## config.mk

```make
export PLATFORM = sky130hd
export DESIGN_NAME = mean_squared_error_loss_core
export DESIGN_NICKNAME = d
export VERILOG_FILES = /design/src/msel_pkg.sv /design/src/msel_front.sv /design/src/msel_queue.sv /design/src/msel_div.sv /design/src/msel_back.sv /design/src/mean_squared_error_loss_core.sv
export VERILOG_INCLUDE_DIRS = /design/src /design/src/src
export SDC_FILE = /design/constraint.sdc
export NUM_CORES = 1
export LEC_CHECK = 0
export BUFFER_PORTS_ARGS = -buffer_cell sky130_fd_sc_hd__buf_4
export CORE_UTILIZATION = 65
export CTS_BUF_LIST = sky130_fd_sc_hd__clkbuf_8
export CTS_CLUSTER_DIAMETER = 30
export DETAILED_ROUTE_END_ITERATION = 7
export GPL_TIMING_DRIVEN = 0
export PLACE_DENSITY_LB_ADDON = 0.12
export SLEW_MARGIN = 20
export SYNTH_ARGS = -nofsm -noshare
export SYNTH_HDL_FRONTEND = slang
export SYNTH_SLANG_ARGS = --single-unit
```

## constraint.sdc

```tcl
create_clock -name clk -period 9 [get_ports clk]
set_input_delay 1.35 -clock clk [delete_from_list [all_inputs] [get_ports clk]]
set_output_delay 1.35 -clock clk [all_outputs]
set_load 0.02 [all_outputs]
```

## src/mean_squared_error_loss_core_assert.svh

```systemverilog
// Assertion macros for the MSE loss core.
// Included by files that check internal invariants; relies on clk and rst_n in scope.
`ifndef MEAN_SQUARED_ERROR_LOSS_CORE_ASSERT_SVH
`define MEAN_SQUARED_ERROR_LOSS_CORE_ASSERT_SVH

`ifndef ASSERT_OFF
// Checked while out of reset.
`define MSE_ASSERT(lbl, prop, msg) \
    lbl: assert property (@(posedge clk) disable iff (!rst_n) (prop)) else $error(msg);
// Checked on every edge, reset included.
`define MSE_ASSERT_ALWAYS(lbl, prop, msg) \
    lbl: assert property (@(posedge clk) (prop)) else $error(msg);
`else
`define MSE_ASSERT(lbl, prop, msg)
`define MSE_ASSERT_ALWAYS(lbl, prop, msg)
`endif

`endif

```

## src/msel_pkg.sv

```systemverilog
// Shared types and constants for the MSE loss core.
// No dependencies; imported by every module of the core.
package msel_pkg;

    localparam int ACC_W       = 40;  // row and batch accumulators
    localparam int CNT_W       = 9;   // configuration registers and counters
    localparam int LOSS_W      = 32;
    localparam int QUEUE_DEPTH = 4;
    localparam int QPTR_W      = $clog2(QUEUE_DEPTH);
    localparam int QCNT_W      = $clog2(QUEUE_DEPTH + 1);
    localparam int DIV_STEPS   = ACC_W;
    localparam int DIV_CNT_W   = $clog2(DIV_STEPS);
    localparam int CFG_ADDR_W  = 1;

    localparam logic [CFG_ADDR_W-1:0] REG_ROW_LENGTH = 1'b0;
    localparam logic [CFG_ADDR_W-1:0] REG_BATCH_ROWS = 1'b1;

    typedef struct packed {
        logic             valid;
        logic [ACC_W-1:0] data;
    } q_push_t;

    typedef struct packed {
        logic [QCNT_W-1:0] count;
        logic              empty;
        logic [ACC_W-1:0]  head;
    } q_stat_t;

    typedef struct packed {
        logic             start;
        logic [ACC_W-1:0] dividend;
        logic [CNT_W-1:0] divisor;
    } div_req_t;

    typedef struct packed {
        logic             busy;
        logic [ACC_W-1:0] quotient;
    } div_rsp_t;

    typedef enum logic [2:0] {
        B_IDLE  = 3'b001,
        B_ROW   = 3'b010,
        B_BATCH = 3'b100
    } back_state_t;

endpackage

```

## src/msel_front.sv

```systemverilog
// Front end: takes prediction/target pairs, squares the difference and sums rows.
// Pushes each closed row sum into the queue. Depends on msel_pkg.
module msel_front #(
    parameter int SAMPLE_WIDTH = 16
) (
    input  logic                              clk,
    input  logic                              rst_n,
    input  logic                              in_valid,
    output logic                              in_ready,
    input  logic signed [SAMPLE_WIDTH-1:0]    prediction,
    input  logic signed [SAMPLE_WIDTH-1:0]    target,
    input  logic [msel_pkg::CNT_W-1:0]        len,
    input  msel_pkg::q_stat_t                 q_stat,
    output msel_pkg::q_push_t                 q_push
);
    import msel_pkg::*;

    localparam int SQ_W = 2 * SAMPLE_WIDTH + 2;

    logic                     accept;
    logic signed [SAMPLE_WIDTH:0] diff;
    logic [SAMPLE_WIDTH:0]    mag;
    logic                     close;
    logic [CNT_W:0]           col_inc;
    logic [QCNT_W-1:0]        free;
    logic [1:0]               pending;
    logic [ACC_W-1:0]         row_total;

    logic [CNT_W-1:0]         col_reg, col_next;
    logic                     va_reg, ca_reg;
    logic [SAMPLE_WIDTH:0]    mag_a_reg;
    logic                     vb_reg, cb_reg;
    logic [SQ_W-1:0]          sq_b_reg;
    logic [ACC_W-1:0]         row_sum_reg, row_sum_next;

    // Stall when the queue could not take every row close already in flight.
    assign free     = QCNT_W'(QUEUE_DEPTH) - q_stat.count;
    assign pending  = {1'b0, va_reg & ca_reg} + {1'b0, vb_reg & cb_reg};
    assign in_ready = free > QCNT_W'(pending);
    assign accept   = in_valid & in_ready;

    assign diff    = $signed({prediction[SAMPLE_WIDTH-1], prediction})
                   - $signed({target[SAMPLE_WIDTH-1], target});
    assign mag     = diff[SAMPLE_WIDTH] ? $unsigned(-diff) : $unsigned(diff);
    assign col_inc = {1'b0, col_reg} + 1'b1;
    assign close   = col_inc >= {1'b0, len};

    always_comb
    begin
        col_next = col_reg;
        if (accept)
        begin
            col_next = close ? '0 : col_inc[CNT_W-1:0];
        end
    end

    assign row_total = row_sum_reg + ACC_W'(sq_b_reg);

    always_comb
    begin
        row_sum_next = row_sum_reg;
        if (vb_reg)
        begin
            row_sum_next = cb_reg ? '0 : row_total;
        end
    end

    assign q_push.valid = vb_reg & cb_reg;
    assign q_push.data  = row_total;

    always_ff @(posedge clk or negedge rst_n)
    begin
        if (!rst_n)
        begin
            col_reg     <= '0;
            va_reg      <= 1'b0;
            ca_reg      <= 1'b0;
            vb_reg      <= 1'b0;
            cb_reg      <= 1'b0;
            row_sum_reg <= '0;
        end
        else
        begin
            col_reg     <= col_next;
            va_reg      <= accept;
            ca_reg      <= accept & close;
            vb_reg      <= va_reg;
            cb_reg      <= ca_reg;
            row_sum_reg <= row_sum_next;
        end
    end

    always_ff @(posedge clk)
    begin
        mag_a_reg <= mag;
        sq_b_reg  <= SQ_W'(mag_a_reg) * SQ_W'(mag_a_reg);
    end

endmodule

```

## src/msel_queue.sv

```systemverilog
// Short queue of closed row sums between front and back ends.
// Register-based ring buffer; depends on msel_pkg.
module msel_queue (
    input  logic              clk,
    input  logic              rst_n,
    input  msel_pkg::q_push_t q_push,
    input  logic              pop,
    output msel_pkg::q_stat_t q_stat
);
    import msel_pkg::*;

    logic [ACC_W-1:0]  mem_reg [QUEUE_DEPTH];
    logic [QPTR_W-1:0] wr_ptr_reg, rd_ptr_reg;
    logic [QCNT_W-1:0] count_reg, count_next;

    always_comb
    begin
        count_next = count_reg;
        case ({q_push.valid, pop})
            2'b10:   count_next = count_reg + 1'b1;
            2'b01:   count_next = count_reg - 1'b1;
            default: count_next = count_reg;
        endcase
    end

    assign q_stat.count = count_reg;
    assign q_stat.empty = (count_reg == '0);
    assign q_stat.head  = mem_reg[rd_ptr_reg];

    always_ff @(posedge clk or negedge rst_n)
    begin
        if (!rst_n)
        begin
            wr_ptr_reg <= '0;
            rd_ptr_reg <= '0;
            count_reg  <= '0;
        end
        else
        begin
            if (q_push.valid)
            begin
                wr_ptr_reg <= QPTR_W'(wr_ptr_reg + 1'b1);
            end
            if (pop)
            begin
                rd_ptr_reg <= QPTR_W'(rd_ptr_reg + 1'b1);
            end
            count_reg <= count_next;
        end
    end

    always_ff @(posedge clk)
    begin
        if (q_push.valid)
        begin
            mem_reg[wr_ptr_reg] <= q_push.data;
        end
    end

endmodule

```

## src/msel_div.sv

```systemverilog
// Restoring divider, one quotient bit per cycle, shared by row and batch means.
// 40-bit dividend by 9-bit nonzero divisor; depends on msel_pkg.
module msel_div (
    input  logic               clk,
    input  logic               rst_n,
    input  msel_pkg::div_req_t div_req,
    output msel_pkg::div_rsp_t div_rsp
);
    import msel_pkg::*;

    logic                 busy_reg;
    logic [DIV_CNT_W-1:0] step_reg;
    logic [ACC_W-1:0]     dvd_reg;
    logic [CNT_W-1:0]     dsr_reg;
    logic [CNT_W-1:0]     rem_reg;
    logic [CNT_W:0]       trial;
    logic                 ge;

    assign trial = {rem_reg, dvd_reg[ACC_W-1]};
    assign ge    = trial >= {1'b0, dsr_reg};

    assign div_rsp.busy     = busy_reg;
    assign div_rsp.quotient = dvd_reg;

    always_ff @(posedge clk or negedge rst_n)
    begin
        if (!rst_n)
        begin
            busy_reg <= 1'b0;
            step_reg <= '0;
        end
        else if (div_req.start)
        begin
            busy_reg <= 1'b1;
            step_reg <= '0;
        end
        else if (busy_reg)
        begin
            step_reg <= step_reg + 1'b1;
            if (step_reg == DIV_CNT_W'(DIV_STEPS - 1))
            begin
                busy_reg <= 1'b0;
            end
        end
    end

    // Shift quotient bits into the dividend register as its top bits leave.
    always_ff @(posedge clk)
    begin
        if (div_req.start)
        begin
            dvd_reg <= div_req.dividend;
            dsr_reg <= div_req.divisor;
            rem_reg <= '0;
        end
        else if (busy_reg)
        begin
            dvd_reg <= {dvd_reg[ACC_W-2:0], ge};
            rem_reg <= ge ? CNT_W'(trial - {1'b0, dsr_reg}) : trial[CNT_W-1:0];
        end
    end

endmodule

```

## src/msel_back.sv

```systemverilog
// Back end: turns queued row sums into row means, sums them per batch and
// emits the batch mean through an output register. Depends on msel_pkg and msel_div.
module msel_back (
    input  logic                       clk,
    input  logic                       rst_n,
    input  logic [msel_pkg::CNT_W-1:0] len,
    input  logic [msel_pkg::CNT_W-1:0] rows,
    input  msel_pkg::q_stat_t          q_stat,
    output logic                       pop,
    output msel_pkg::div_req_t         div_req,
    input  msel_pkg::div_rsp_t         div_rsp,
    output logic                       out_valid,
    input  logic                       out_ready,
    output logic [msel_pkg::LOSS_W-1:0] loss
);
    import msel_pkg::*;

    back_state_t      state_reg, state_next;
    logic [ACC_W-1:0] batch_sum_reg, batch_sum_next;
    logic [CNT_W-1:0] row_cnt_reg, row_cnt_next;
    logic             out_valid_reg, out_valid_next;
    logic [LOSS_W-1:0] loss_reg, loss_next;
    logic [ACC_W-1:0] batch_total;
    logic [CNT_W:0]   row_inc;
    logic             out_free;
    logic             load;

    assign batch_total = batch_sum_reg + div_rsp.quotient;
    assign row_inc     = {1'b0, row_cnt_reg} + 1'b1;
    assign out_free    = !out_valid_reg || out_ready;

    always_comb
    begin
        state_next       = state_reg;
        batch_sum_next   = batch_sum_reg;
        row_cnt_next     = row_cnt_reg;
        pop              = 1'b0;
        load             = 1'b0;
        div_req.start    = 1'b0;
        div_req.dividend = q_stat.head;
        div_req.divisor  = len;
        case (state_reg)
            B_IDLE:
            begin
                if (!q_stat.empty)
                begin
                    pop           = 1'b1;
                    div_req.start = 1'b1;
                    state_next    = B_ROW;
                end
            end
            B_ROW:
            begin
                if (!div_rsp.busy)
                begin
                    if (row_inc >= {1'b0, rows})
                    begin
                        // Close the batch: divide the total by the row count.
                        div_req.start    = 1'b1;
                        div_req.dividend = batch_total;
                        div_req.divisor  = rows;
                        batch_sum_next   = '0;
                        row_cnt_next     = '0;
                        state_next       = B_BATCH;
                    end
                    else
                    begin
                        batch_sum_next = batch_total;
                        row_cnt_next   = row_inc[CNT_W-1:0];
                        state_next     = B_IDLE;
                    end
                end
            end
            B_BATCH:
            begin
                if (!div_rsp.busy && out_free)
                begin
                    load       = 1'b1;
                    state_next = B_IDLE;
                end
            end
            default:
            begin
                state_next = B_IDLE;
            end
        endcase
    end

    always_comb
    begin
        out_valid_next = out_valid_reg;
        loss_next      = loss_reg;
        if (load)
        begin
            out_valid_next = 1'b1;
            loss_next      = div_rsp.quotient[LOSS_W-1:0];
        end
        else if (out_ready)
        begin
            out_valid_next = 1'b0;
        end
    end

    assign out_valid = out_valid_reg;
    assign loss      = loss_reg;

    always_ff @(posedge clk or negedge rst_n)
    begin
        if (!rst_n)
        begin
            state_reg     <= B_IDLE;
            batch_sum_reg <= '0;
            row_cnt_reg   <= '0;
            out_valid_reg <= 1'b0;
        end
        else
        begin
            state_reg     <= state_next;
            batch_sum_reg <= batch_sum_next;
            row_cnt_reg   <= row_cnt_next;
            out_valid_reg <= out_valid_next;
        end
    end

    always_ff @(posedge clk)
    begin
        loss_reg <= loss_next;
    end

endmodule

```

## src/mean_squared_error_loss_core.sv

```systemverilog
// Streaming mean-squared-error loss. Each input transfer carries one signed Q8.8
// prediction/target pair; the squared differences are summed per row of
// row_length items, each row sum is divided by row_length, the row means are
// summed over batch_rows rows, and the batch mean goes out as one unsigned
// Q16.16 loss transfer. The front end takes one pair per cycle while the row queue
// has room for every row sum in flight. Every row close costs one pass of the shared
// bit-serial divider in the back end plus control states, and every batch close a
// second pass; a 4-entry queue of row sums lets the front run on while earlier rows
// are divided, so the front stalls only when the queue cannot take the row sums in
// flight, and the divider then paces the rows. A loss leaves through the output
// register once the batch division of the row that closes its batch is done.
// Configuration registers reset to 1; 0 acts as 1 and values above the maximum
// saturate. Depends on msel_pkg, msel_front, msel_queue, msel_div, msel_back.
module mean_squared_error_loss_core #(
    parameter int MAX_ROW_LEN  = 256,
    parameter int MAX_ROWS     = 256,
    parameter int SAMPLE_WIDTH = 16
) (
    input  logic                                    clk,
    input  logic                                    rst_n,
    // prediction [SAMPLE_WIDTH-1:0], target [2*SAMPLE_WIDTH-1:SAMPLE_WIDTH], zero pad
    input  logic [((2*SAMPLE_WIDTH+7)/8)*8-1:0]     s_axis_tdata,
    input  logic                                    s_axis_tvalid,
    output logic                                    s_axis_tready,
    // loss [31:0]
    output logic [msel_pkg::LOSS_W-1:0]             m_axis_tdata,
    output logic                                    m_axis_tvalid,
    input  logic                                    m_axis_tready,
    input  logic                                    cfg_we,
    input  logic [msel_pkg::CFG_ADDR_W-1:0]         cfg_addr,
    input  logic [msel_pkg::CNT_W-1:0]              cfg_wdata
);
    import msel_pkg::*;

    logic [CNT_W-1:0] row_length_reg, batch_rows_reg;
    logic [CNT_W-1:0] len, rows;
    q_stat_t          q_stat;
    q_push_t          q_push;
    logic             q_pop;
    div_req_t         div_req;
    div_rsp_t         div_rsp;

    always_ff @(posedge clk or negedge rst_n)
    begin
        if (!rst_n)
        begin
            row_length_reg <= CNT_W'(1);
            batch_rows_reg <= CNT_W'(1);
        end
        else if (cfg_we)
        begin
            case (cfg_addr)
                REG_ROW_LENGTH: row_length_reg <= cfg_wdata;
                REG_BATCH_ROWS: batch_rows_reg <= cfg_wdata;
                default:        row_length_reg <= row_length_reg;
            endcase
        end
    end

    // Zero acts as one; saturate at the configured maximum.
    always_comb
    begin
        if (row_length_reg == '0)
        begin
            len = CNT_W'(1);
        end
        else if (32'(row_length_reg) > MAX_ROW_LEN)
        begin
            len = CNT_W'(MAX_ROW_LEN);
        end
        else
        begin
            len = row_length_reg;
        end

        if (batch_rows_reg == '0)
        begin
            rows = CNT_W'(1);
        end
        else if (32'(batch_rows_reg) > MAX_ROWS)
        begin
            rows = CNT_W'(MAX_ROWS);
        end
        else
        begin
            rows = batch_rows_reg;
        end
    end

    msel_front #(
        .SAMPLE_WIDTH (SAMPLE_WIDTH)
    ) u_front (
        .clk        (clk),
        .rst_n      (rst_n),
        .in_valid   (s_axis_tvalid),
        .in_ready   (s_axis_tready),
        .prediction (s_axis_tdata[SAMPLE_WIDTH-1:0]),
        .target     (s_axis_tdata[2*SAMPLE_WIDTH-1:SAMPLE_WIDTH]),
        .len        (len),
        .q_stat     (q_stat),
        .q_push     (q_push)
    );

    msel_queue u_queue (
        .clk    (clk),
        .rst_n  (rst_n),
        .q_push (q_push),
        .pop    (q_pop),
        .q_stat (q_stat)
    );

    msel_div u_div (
        .clk     (clk),
        .rst_n   (rst_n),
        .div_req (div_req),
        .div_rsp (div_rsp)
    );

    msel_back u_back (
        .clk       (clk),
        .rst_n     (rst_n),
        .len       (len),
        .rows      (rows),
        .q_stat    (q_stat),
        .pop       (q_pop),
        .div_req   (div_req),
        .div_rsp   (div_rsp),
        .out_valid (m_axis_tvalid),
        .out_ready (m_axis_tready),
        .loss      (m_axis_tdata)
    );

`include "mean_squared_error_loss_core_assert.svh"

    `MSE_ASSERT(a_queue_room, q_push.valid |-> q_stat.count < QCNT_W'(QUEUE_DEPTH), "queue overflow")
    `MSE_ASSERT(a_pop_not_empty, q_pop |-> !q_stat.empty, "pop from empty row queue")
    `MSE_ASSERT(a_div_start_idle, div_req.start |-> !div_rsp.busy, "divider restarted while busy")

endmodule

```

* Word level (Yosys, flattened, before mapping)
Memories as Yosys holds them, arrays and structs flattened.
Cells that the tools add are included.
** Cells by class
- Muxes and demuxes :: 35
- $mul :: 1
- Add/sub/neg operators :: 14
- Bitwise logic cells :: 6
- Divide/modulo/power cells :: 0
- Shifts and indexed selects :: 0
- $lt $le $gt $ge :: 6
- Reduce and logical (&&, ||, !) cells :: 14
- Eq/ne operators :: 9
** Operators by type and width (count)
- 40-bit two-way mux :: 4
- 50-bit two-way mux :: 2
- 9-bit two-way mux :: 7
- 49-bit two-way mux :: 1
- 40-bit by 34-bit adder with 40-bit output :: 1
- 40-bit adder :: 1
- 17-bit by 17-bit multiplier with 34-bit output :: 1
- 10-bit by 9-bit greater-or-equal comparator with 1-bit output :: 3
- 9-bit by 1-bit adder with 10-bit output, second input constant :: 2
- 9-bit greater-than comparator, second input constant :: 2
- 9-bit logical NOT :: 2
- 17-bit negator :: 1
- 16-bit by 16-bit subtractor with 17-bit output :: 1
- 16-bit two-way mux :: 1
- 3-bit two-way mux :: 4
- 6-bit two-way mux :: 2
- 1-bit two-way mux :: 11
- 3-bit case mux with 3 select lines :: 1
- 9-bit subtractor :: 1
- 6-bit by 1-bit adder with 6-bit output, second input constant :: 1
- 6-bit equality test, second input constant :: 1
- 3-bit case mux with 2 select lines :: 1
- 2-bit AND reduction :: 3
- 2-bit nonzero test :: 3
- other kinds (21) :: 28
** Storage, ports and cells
- Word-level logic and storage cells :: 110
- Output and inout port bits :: 34
- Register bits :: 279
- ROM bits :: 0
- Bits in latches :: 0
- Memories :: 1
- RAM bits :: 160
- Bits of input ports :: 47
** Memories
- u_queue.mem_reg :: words 4, bits a word 40, read ports 1, clocked after Yosys merged registers in 0, write ports 1, line msel_queue.sv:12 : logic [ACC_W-1:0] mem_reg [QUEUE_DEPTH];

* Depth between registers and ports, before layout
- Word-level depth :: 8
- Mapped depth :: 25
- Gate-level depth less buffers :: 24

* Modules after synthesis
Synthesis repeated with hierarchy kept, for this count alone.
** Second synthesis, totals
- Cell total of the unflattened synthesis :: 2843
- Area total of the unflattened synthesis :: 30922.2 um^2
** By module, submodules not included
- msel_front :: area each 14727.9 um^2, times used 1, sequential area each 2327.2 um^2, cells each 1631
- msel_queue :: area each 6216.0 um^2, times used 1, sequential area each 4979.8 um^2, cells each 246
- msel_back :: area each 5843.1 um^2, times used 1, sequential area each 2288.4 um^2, cells each 658
- msel_div :: area each 3239.4 um^2, times used 1, sequential area each 1826.8 um^2, cells each 243
- mean_squared_error_loss_core :: area each 895.9 um^2, times used 1, sequential area each 452.9 um^2, cells each 65

* Worst setup path after synthesis
OpenSTA, ideal clock, no wires.
- Path type :: register to register
- Start point :: register u_front.mag_a_reg[2]
- End point :: register u_front.sq_b_reg[32]
- Path buffers :: 1
- Library setup time :: 0.072 ns
- Setup slack :: 3.021 ns
- Period minus slack after synthesis :: 5.979 ns
- Data required time :: 8.928 ns
- Arrival time :: 5.907 ns
- Stages on the path, launching flop included :: 24
- Cell sequence :: dfxtp_1 -> clkbuf_1 -> nand2_1 -> inv_1 -> fa_1 -> inv_1 -> fa_1 -> fa_1 -> inv_1 -> fa_1 -> fa_1 -> inv_1 -> fa_1 -> inv_1 -> ha_1 -> a21o_1 -> a21o_1 -> a221o_1 -> a21o_1 -> a2111oi_2 -> a21bo_2 -> o21ai_1 -> a21oi_1 -> xnor2_1
** Between the ends
- Longest elaborated chain between the ends :: 1
** Ends and longest elaborated chain
- start, declared :: line msel_front.sv:31 : logic [SAMPLE_WIDTH:0] mag_a_reg;
- start signal, assigned :: line msel_front.sv:95 : mag_a_reg <= mag;
- 17-bit by 17-bit multiplier with 34-bit output :: line msel_front.sv:96 : sq_b_reg <= SQ_W'(mag_a_reg) * SQ_W'(mag_a_reg);
- end signal, assigned :: line msel_front.sv:96
- end, declared :: line msel_front.sv:33 : logic [SQ_W-1:0] sq_b_reg;
No other way between the ends.
A chain may end at the register's enable or synchronous reset.

* Worst setup path after layout
- Start point :: register u_front.mag_a_reg[9]
- End point :: register u_front.sq_b_reg[33]
The elaborated chain is that of the path after synthesis.

==> results.txt <==
outcome: finished clean
Total GRT Usage: 30.7%
count of buffers added by post-CTS timing repair for setup: 0
netlist area before placement: 30,500 sq um
main area contributors after synthesis: edfxtp_1 24%, fa_1 13%, dfrtp_1 11%
prevailing post-synth register cell: edfxtp_1
die extent in y: 218 um
count of buffer and inverter cells on the critical path: 6
register-to-register setup slack: 1950 ps
Final Max Slew Viols: 0
clk_lat worst skew: 680 ps
number of antenna violations at the first check in global routing: 1
final wirelength: 70,500 um
path category of the worst min-delay check: reg2reg
ratio of routed vias to standard cells: 5.95
post-detailed-route count of antenna-violating nets: 0
Post-synth EDFFs: 241
number of buffers added by the clock tree synthesis step: 88
fin crit period: 7050 ps
share of the yosys chip area belonging to registers: 39.0%
clock-pin slew on the worst setup and hold paths: 60 ps
Critical Path Most Common Cell: fa_1
Netlist cell types: 103
overall via count from detail_route: 21,800
nets@finish: 3,470
clock sink count: 438
H-tree depth: 3
Max Freq: 142 MHz
post-synthesis register bit count: 438
post-detailed-route wirelength per cell: 19.2 um
unrepaired setup endpoints after global routing: false
share of layout cells above drive strength 1: 13.2%
post-synth top area cell: edfxtp_1
count of final setup violators: 0
Crit path largest cell delay: 630 ps
list of cells traversed by the critical path: clkbuf_1, nand2_1, fa_1, inv_1, fa_1, inv_1, fa_1, inv_1, fa_1, fa_1, inv_1, fa_1, inv_1, ha_1, and3_1, nand4_1, a21oi_1, a211o_1, a21oi_1, a31oi_1, nand2_1, a311o_1, xnor2_1
final hold violation count: 0
max_slew headroom: 33.8%
Floorplan Core Area: 45,800 sq um
# rows: 78
Worst setup EP type: flip-flop
number of warnings reported in the yosys synthesis log: 0
crit path max fanout: 10
Critical Path Start Type: flip-flop
share of synthesized flip-flops with an asynchronous set or reset: 31.5%
number of placed I/O pins: 81
CTS hold repair buffers: 0
setup TNS: 0 ps
net count after synthesis: 3,291
top cell type's share of synthesized area: 23.8%
Resized cells post-CTS: 0
data required time of the worst path: 9530 ps
cell chosen for the clock root: clkbuf_8
transition time at the pin with the least slew margin: 994 ps
CP max-delay cell: clkbuf_1
TritonCTS clock tree: yes
share of the clock period used by the worst path: 78.3%
quantity of I/O buffers inserted on ports: 80
top library cells by usage in the layout, fill and taps aside: 361 x inv_1, 268 x nand2_1, 241 x edfxtp_1
number of buffers between clock root and the deepest sink: 3
filler-free cell count of the finished design: 3,666
initial DRC count: 1,428
total placed cells including tap cells: 3,499
Post-Synthesis Mean Instance Area: 10.8 sq um
horizontal die dimension: 218 um
most common cell after layout, fill and taps aside: inv_1
GRT Residual Overflow: 0
floorplan die area: 47,700 sq um
clock skew: 38.2 ps
synthesized instance count: 2,810
HPWL Detailed: 54,400 um
final weighted congestion of routability-driven global placement: 0.967
number of remaining DRC errors: 0
DRT Pass-1 Iters: 5
global-route wire length before repair: 115,000 um
arrival time at the worst endpoint: 7580 ps
number of flip-flops under the largest register name: 160
largest net degree at the start of global routing: 80
effective utilization at floorplan: 66.6%
area growth from synthesis to layout: 11.6%
start-to-end type of the worst setup path: reg2reg
number of violations of the max-capacitance limit: 0
CP top delay family: adder cells
Layout Utilization: 74.3%
via count of the first global-routing pass: 22,600
routing by layer:
| layer | vias up | track usage (%) | wire, um |
|---|---|---|---|
| li1 | 10200 | - | - |
| met1 | 10700 | 37.4 | 28200 |
| met2 | 793 | 53.2 | 34800 |
| met3 | 212 | 3.98 | 4010 |
| met4 | 0 | 16.4 | 3450 |
| met5 | - | 0 | 0 |
synth_stat cells (16+ instances only):
library cell / count
a31oi_1: 25
inv_1: 346
nor2b_1: 52
fa_1: 196
nor2_1: 128
a21oi_1: 134
mux2_2: 19
nand3_1: 37
edfxtp_1: 241
nand2_1: 268
dfrtp_1: 135
nand2b_1: 18
a21o_1: 62
a31o_2: 31
o21bai_1: 19
xnor2_1: 107
and2_1: 71
nand4_1: 20
mux2i_1: 21
o21ai_0: 101
o31ai_1: 16
and3_1: 29
nor3_1: 25
dfxtp_1: 59
xor2_1: 58
ha_1: 238
clkbuf_1: 64
mux4_2: 39
a211oi_1: 16
cells by family after synthesis:
logic type / count (synthesis) / share of synthesized area, %
mux: 80 / 4.36
buf+inv: 433 / 5.49
flops: 438 / 39.0
xor+xnor: 165 / 4.74
fa+ha+maj: 434 / 22.7
compound gates: 550 / 12.4
simple gates: 710 / 11.4
cell type report:
| cell class | count | area [sq um] |
|---|---|---|
| diodes | 1 | 2.50 |
| plain buffers | 83 | 359 |
| well taps | 600 | 751 |
| clock buffers | 97 | 1340 |
| clock inverters | 69 | 674 |
| inverters | 350 | 1310 |
| repair buffers | 89 | 766 |
| fillers | 3166 | 11800 |
| flip-flops and latches | 438 | 11900 |
| multi-input cells | 1939 | 16900 |
path summary, 6_finish.rpt:
path | start | endpoint | cells after the start
worst max-delay path | u_front.mag_a_reg[9] | u_front.sq_b_reg[33] | 23
worst min-delay path | u_front.va_reg | u_front.vb_reg | 0
worst max register to register | u_front.mag_a_reg[9] | u_front.sq_b_reg[33] | 23
worst min register to register | u_front.va_reg | u_front.vb_reg | 0
max in group asynchronous | rst_n | row_length_reg[0] | 2
min in group asynchronous | rst_n | u_back.batch_sum_reg[1] | 1
per-stage QoR:
step / setup slack [ps] / cell area [sq um] / hold slack [ps]
after floorplan: 3020 / 30500 / 346
after global placement: 2060 / 31800 / 355
after detailed placement: 2030 / 32000 / 357
after CTS: 2020 / 34000 / 370
after global routing: 1530 / 34000 / 380
final: 1950 / 34000 / 367
Power is not shown: default switching activity piles up to over one toggle a cycle in this logic, so the estimate is an artifact.
